$ cat config.mk
export PLATFORM = sky130hd
export DESIGN_NAME = lav_front
export DESIGN_NICKNAME = d
export VERILOG_FILES = /design/src/rtl/lav_pkg.sv /design/src/rtl/lav_front.sv
export SDC_FILE = /design/constraint.sdc
export NUM_CORES = 1
export LEC_CHECK = 0
export BUFFER_PORTS_ARGS = -buffer_cell sky130_fd_sc_hd__buf_2
export CORE_AREA = 2 2 231 233
export CTS_BUF_LIST = sky130_fd_sc_hd__clkbuf_4 sky130_fd_sc_hd__clkbuf_8
export CTS_CLUSTER_SIZE = 25
export DETAILED_ROUTE_END_ITERATION = 10
export DIE_AREA = 0 0 233 235
export GPL_TIMING_DRIVEN = 1
export PLACE_DENSITY = 0.6
export REMOVE_ABC_BUFFERS = 1
export SYNTH_ARGS = -nofsm -noshare
export SYNTH_HDL_FRONTEND = slang
export SYNTH_SLANG_ARGS = --single-unit
$ cat constraint.sdc
create_clock -name i_clk -period 15.7 [get_ports i_clk]
set_input_delay 0.785 -clock i_clk [delete_from_list [all_inputs] [get_ports i_clk]]
set_output_delay 0.785 -clock i_clk [all_outputs]
set_load 0.02 [all_outputs]
$ cat src/rtl/lav_pkg.sv
`timescale 1ns / 1ps
// ----------------------------------------------------------------------------
// lav_pkg
// Types, widths and row codes shared by the look-at view matrix block.
// ----------------------------------------------------------------------------
package lav_pkg;

    // Fixed-point format of every input and output word.
    localparam int WORD_BITS     = 32;
    localparam int FRACTION_BITS = 16;

    // Vectors are rescaled so that their largest magnitude is in
    // [2^(PS_BITS-1), 2^PS_BITS) before a length is taken.
    localparam int PS_BITS      = 30;
    localparam int COARSE_SHIFT = 8;

    // Widest magnitude the rescaler sees: a direction difference or a
    // cross product of a unit axis with a rescaled up vector.
    localparam int MAG_BITS  = (WORD_BITS + 1 > FRACTION_BITS + 32) ?
                               WORD_BITS + 1 : FRACTION_BITS + 32;
    localparam int SQ_BITS   = 2 * PS_BITS + 2;
    localparam int ROOT_BITS = PS_BITS + 1;
    localparam int NUM_BITS  = PS_BITS + FRACTION_BITS + 1;
    localparam int QUO_BITS  = FRACTION_BITS + 1;

    // Signed width of u, v and w components, and of the second multiplier
    // operand (position word or rescaled up component).
    localparam int AXIS_BITS = FRACTION_BITS + 4;
    localparam int MB_BITS   = (WORD_BITS > PS_BITS + 1) ? WORD_BITS : PS_BITS + 1;
    localparam int PROD_BITS = AXIS_BITS + MB_BITS;

    localparam int LAV_QUEUE_DEPTH = 4;

    // Row codes on the result channel.
    localparam logic [1:0] ROW_U = 2'd0;
    localparam logic [1:0] ROW_V = 2'd1;
    localparam logic [1:0] ROW_W = 2'd2;
    localparam logic [1:0] ROW_T = 2'd3;

    typedef logic signed [WORD_BITS-1:0] t_word;
    typedef logic signed [WORD_BITS:0]   t_dir;

    typedef struct packed {
        logic signed [WORD_BITS-1:0] position_x;
        logic signed [WORD_BITS-1:0] position_y;
        logic signed [WORD_BITS-1:0] position_z;
        logic signed [WORD_BITS-1:0] aim_x;
        logic signed [WORD_BITS-1:0] aim_y;
        logic signed [WORD_BITS-1:0] aim_z;
        logic signed [WORD_BITS-1:0] up_x;
        logic signed [WORD_BITS-1:0] up_y;
        logic signed [WORD_BITS-1:0] up_z;
        logic                        aim_is_target;
    } t_lav_in;

    typedef struct packed {
        logic [1:0]                  row_index;
        logic signed [WORD_BITS-1:0] row_x;
        logic signed [WORD_BITS-1:0] row_y;
        logic signed [WORD_BITS-1:0] row_z;
        logic                        degenerate;
        logic                        last_row;
    } t_lav_out;

    // Classified item passed from the front end to the back end.
    typedef struct packed {
        t_word [2:0] pos;
        t_dir  [2:0] dir;
        t_word [2:0] up;
        logic        dir_zero;
    } t_lav_entry;

endpackage

$ cat src/rtl/lav_front.sv
`timescale 1ns / 1ps
// ----------------------------------------------------------------------------
// lav_front
// Input stage: takes one item, forms the view direction and flags a zero
// direction, then hands the classified item to the work queue.
// ----------------------------------------------------------------------------
module lav_front (
    input  logic                i_clk,
    input  logic                i_rst_n,
    input  logic                i_push,
    input  lav_pkg::t_lav_in    i_item,
    output logic                o_full,
    output logic                o_valid,
    output lav_pkg::t_lav_entry o_entry,
    input  logic                i_q_full
);
    import lav_pkg::*;

    logic       r_valid;
    t_lav_entry r_entry;
    t_lav_entry entry_c;
    t_word      pos_c [3];
    t_word      aim_c [3];
    logic       accept;

    // The stage holds while the queue is full.
    assign o_full  = r_valid && i_q_full;
    assign accept  = i_push && !o_full;
    assign o_valid = r_valid;
    assign o_entry = r_entry;

    // Direction is the aim itself or the aim minus the position.
    always_comb begin
        pos_c[0] = i_item.position_x;
        pos_c[1] = i_item.position_y;
        pos_c[2] = i_item.position_z;
        aim_c[0] = i_item.aim_x;
        aim_c[1] = i_item.aim_y;
        aim_c[2] = i_item.aim_z;
        entry_c.up[0] = i_item.up_x;
        entry_c.up[1] = i_item.up_y;
        entry_c.up[2] = i_item.up_z;
        for (int i = 0; i < 3; i++) begin
            entry_c.pos[i] = pos_c[i];
            if (i_item.aim_is_target) begin
                entry_c.dir[i] = (WORD_BITS+1)'(aim_c[i]) - (WORD_BITS+1)'(pos_c[i]);
            end else begin
                entry_c.dir[i] = (WORD_BITS+1)'(aim_c[i]);
            end
        end
        entry_c.dir_zero = (entry_c.dir[0] == '0) && (entry_c.dir[1] == '0) &&
                           (entry_c.dir[2] == '0);
    end

    // Stage register.
    always_ff @(posedge i_clk) begin
        if (!i_rst_n) begin
            r_valid <= 1'b0;
        end else if (accept) begin
            r_valid <= 1'b1;
        end else if (r_valid && !i_q_full) begin
            r_valid <= 1'b0;
        end
    end

    always_ff @(posedge i_clk) begin
        if (accept) begin
            r_entry <= entry_c;
        end
    end

endmodule

==> results.yml <==
clock_network:
  clkLatencyLatePin_ns: 0.64
  post_cts_resized: 0
  clk_transition_reported_paths_ns: 0.06
  htree_levels: 2
  clock_path_buffers: 3
  cts.sinks: 293
  cts_tree: "built"
  holdBufCountCts: 0
  cts_root_buf: "clkbuf_8"
  cts_made_buffers: 55
  post-cts-setup-buffer-count: 0
synth:
  synth_top_family_by_area: "compound AO/OA/AOI/OAI gates"
  synth_compound_area_share_pct: 15.15
  yosys.area.top_type: "edfxtp_1"
  synthCells: 1398
  synth.distinct_cells: 78
  synth_area_leaders: "edfxtp_1 (54%), ha_1 (7.5%), mux2_2 (3.4%)"
  ys_seq_area_share_pct: 54.59
  synthSimpleGateAreaFrac_pct: 10.46
  synth_seq_cells: 293
  synth_top_area_share_pct: 54.47
  synth_flop_cell: "edfxtp_1"
  synth_fa_ha_area_share_pct: 7.835
  async_flop_share_pct: 0
  yosysMostFrequentCell: "edfxtp_1"
  synth_warnings: 0
  netlist_area_um2: 16100
  synth-xor-area-share_pct: 3.754
  synth_edf_count: 292
  synth_mux_area_share_pct: 4.252
  synthTopCellsByCount: "edfxtp_1 (292), nand2_1 (124), inv_1 (122)"
  avgSynthCellArea_um2: 11.51
route:
  ant_nets: 0
  dr.pass1.iters: 5
  drt_iter0_drc: 821
  vias: 13693
  routed_wl_mm: 62.17
  post_drt_wl_per_cell_um: 22.63
  viasPerCell: 4.985
  drc: 0
worst_setup_path:
  critical_path_class: "in -> reg"
  worst_path_max_delay_cell: "a2111oi_0"
  cp_cell_sequence: "buf_2 > inv_1 > ha_1 > fa_1 > nand2b_1 > a211oi_1 > o21ai_0 > a2111oi_0 > o21ai_0 > mux2_2 > o311ai_0 > a2111oi_0 > nand4_1 > or4_1 > nor2_1"
  startpoint_type: "input pin"
  worstReg2RegStart: "o_valid$_SDFFE_PN0P_"
  cp.required_ns: 16.20
  crit_buf_inv: 2
  r2r_end: "o_entry[70]$_DFFE_PP_"
  worst-path-max-fanout: 4
  ff2ff_setup_slack_ns: 12.08
  crit_arrival_ns: 4.85
  end_kind: "flop"
  r2r_cells: 5
  slowest_delay_ns: 0.67
  cp_top_family: "compound AO/OA/AOI/OAI gates"
sta:
  rsz0062_at_grt: "false"
  period_share_pct: 27.71
  finalMaxSlewViolations: 0
  worst_pin_slew_ns: 1.088
  finalSetupViolCount: 0
  tns_ns: 0
  skew_ns: 0.02731
  fmax_mhz: 229.9
  final.min_clock_period_ns: 4.350
  hold_viol_final: 0
  relSlewSlack_pct: 27.45
pwr:
  p_sw_uw: 710.2
  power_density_nw_per_um2: 108.3
  power_mw: 2.266
  p_clk_share_pct: 34.0
  irDropWorstVdd_v: 0.00006138
  leakage_nw: 9.216
  swShare_pct: 31.34
  power.internal_mw: 1.556
  seqPwrFrac_pct: 42.0
  comb_power_share_pct: 24.0
floorplan:
  core_area_um2: 52240
  die_area_um2: 54760
  io_pins: 587
  start_util_pct: 30.82
  rows: 84
  die_h_um: 235
  die_x_um: 233
grt:
  grt_pass1_wl_mm: 88.99
  grt_pass1_vias: 13965
  grt_max_degree: 78
  overflow: 0
  antenna_found_initial: 16
  track_usage_pct: 21.90
min_path:
  hp-class: "in -> reg"
  min_from: "i_item[93]"
  min_to: "o_entry[29]$_DFFE_PP_"
  worst_hold_path.num_cells: 1
place:
  place_hpwl_mm: 50.32
  port_buffers: 586
  finalWeightedCongestion: 0.9180
final_layout:
  drive_gt1_share_pct: 36.38
  syn_to_final_growth_pct: 29.97
  n_fill_cell: 5170
  nNetsFinal: 2396
outcome:
  status: "completed"
run:
  maxCapViolations: 0
[cells in the final DEF, fill, tap and decap left out, types with 7 or more instances in the layout]
cell         n
xnor2_1     43
a2111oi_0   11
edfxtp_1   292
o21ai_1     12
o21ai_0     58
nand2b_1    18
nor4_1      15
nor2_1      74
a31oi_1      8
nand3_1     16
nand4_1     24
nor3_1      16
o21a_1      16
clkbuf_8    56
and3_1       7
a211o_1     10
clkbuf_4    12
nor2b_1     18
a211oi_1    10
a21oi_1    105
buf_2      585
clkinv_1    19
mux2i_1     11
diode_2     11
buf_4        7
mux2_2      49
nand2_1    124
ha_1        96
o21bai_1    10
xor2_1      26
o211ai_1    13
a21o_1      46
inv_1      121
[registers in the layout, indices dropped and copies added (netlist names)]
| register | flops |
|---|---|
| o_entry | 292 |
| o_valid | 1 |
[cell type report]
type / instances / area [um2] / area share, %
sequential: 293 / 8788 / 42.00
multi-input combinational: 939 / 6680 / 31.93
timing repair buffer: 593 / 2992 / 14.30
clock buffer: 68 / 860.8 / 4.114
tap: 688 / 860.8 / 4.114
inverter: 122 / 457.9 / 2.189
clock inverter: 33 / 255.2 / 1.220
antenna: 11 / 27.53 / 0.1316
[how the worst max path moves through the flow]
stage / slack [ns] / cells after the start / endpoint / startpoint
6_report: 11.35 / 15 / o_entry[0]$_DFFE_PP_ / i_item[129]
5_1_grt: 11.08 / 15 / o_entry[0]$_DFFE_PP_ / i_item[129]
4_1_cts: 11.34 / 15 / o_entry[0]$_DFFE_PP_ / i_item[129]
3_5_place_dp: 10.64 / 15 / o_entry[0]$_DFFE_PP_ / i_item[129]
3_3_place_gp: 10.63 / 15 / o_entry[0]$_DFFE_PP_ / i_item[129]
2_1_floorplan: 0.95 / 2 / o_entry[0]$_DFFE_PP_ / i_q_full
[metal layers]
| layer | global-route usage [%] | wire length [um] | up-vias |
|---|---|---|---|
| met2 | 38.35 | 30700 | 487 |
| met4 | 6.408 | 1625 | 10 |
| met5 | 0 | 59 | - |
| met1 | 26.36 | 25410 | 6613 |
| li1 | - | - | 6484 |
| met3 | 5.498 | 4369 | 99 |
[cell families (layout without fill, tap and decap cells)]
logic type | after synthesis | after routing
buffers and inverters | 166 | 816
xor gates and xnor gates | 69 | 69
other | 0 | 11
muxes | 62 | 62
and+or+nand+nor | 347 | 347
adders and majority gates | 99 | 99
DFF | 293 | 293
AOI/OAI and AO/OA | 362 | 362
[through the flow]
| stage | worst slack, ns | cells | hold WS [ns] | instance area, um2 | util [%] |
|---|---|---|---|---|---|
| 3_3_place_gp | 10.63 | 2635 | 0.6344 | 19780 | 37.87 |
| 2_1_floorplan | 0.9525 | 1354 | 0.8297 | 15920 | - |
| 3_5_place_dp | 10.64 | 2635 | 0.6799 | 19780 | 37.87 |
| 5_1_grt | 11.08 | 2740 | 0.2725 | 20910 | 40.02 |
| 4_1_cts | 11.34 | 2736 | 0.2593 | 20900 | 40.00 |
| 6_report | 11.35 | 2747 | 0.3259 | 20920 | 40.05 |
[power by group through the flow]
stage / Combinational (mW) / Sequential [mW] / Clock (mW)
6_report: 0.544 / 0.951 / 0.771
5_1_grt: 0.590 / 0.956 / 0.829
4_1_cts: 0.545 / 0.952 / 0.795
3_5_place_dp: 0.542 / 0.966 / 0
3_3_place_gp: 0.540 / 0.965 / 0
2_1_floorplan: 0.252 / 1.06 / 0
(Power assumes the default switching activity.)
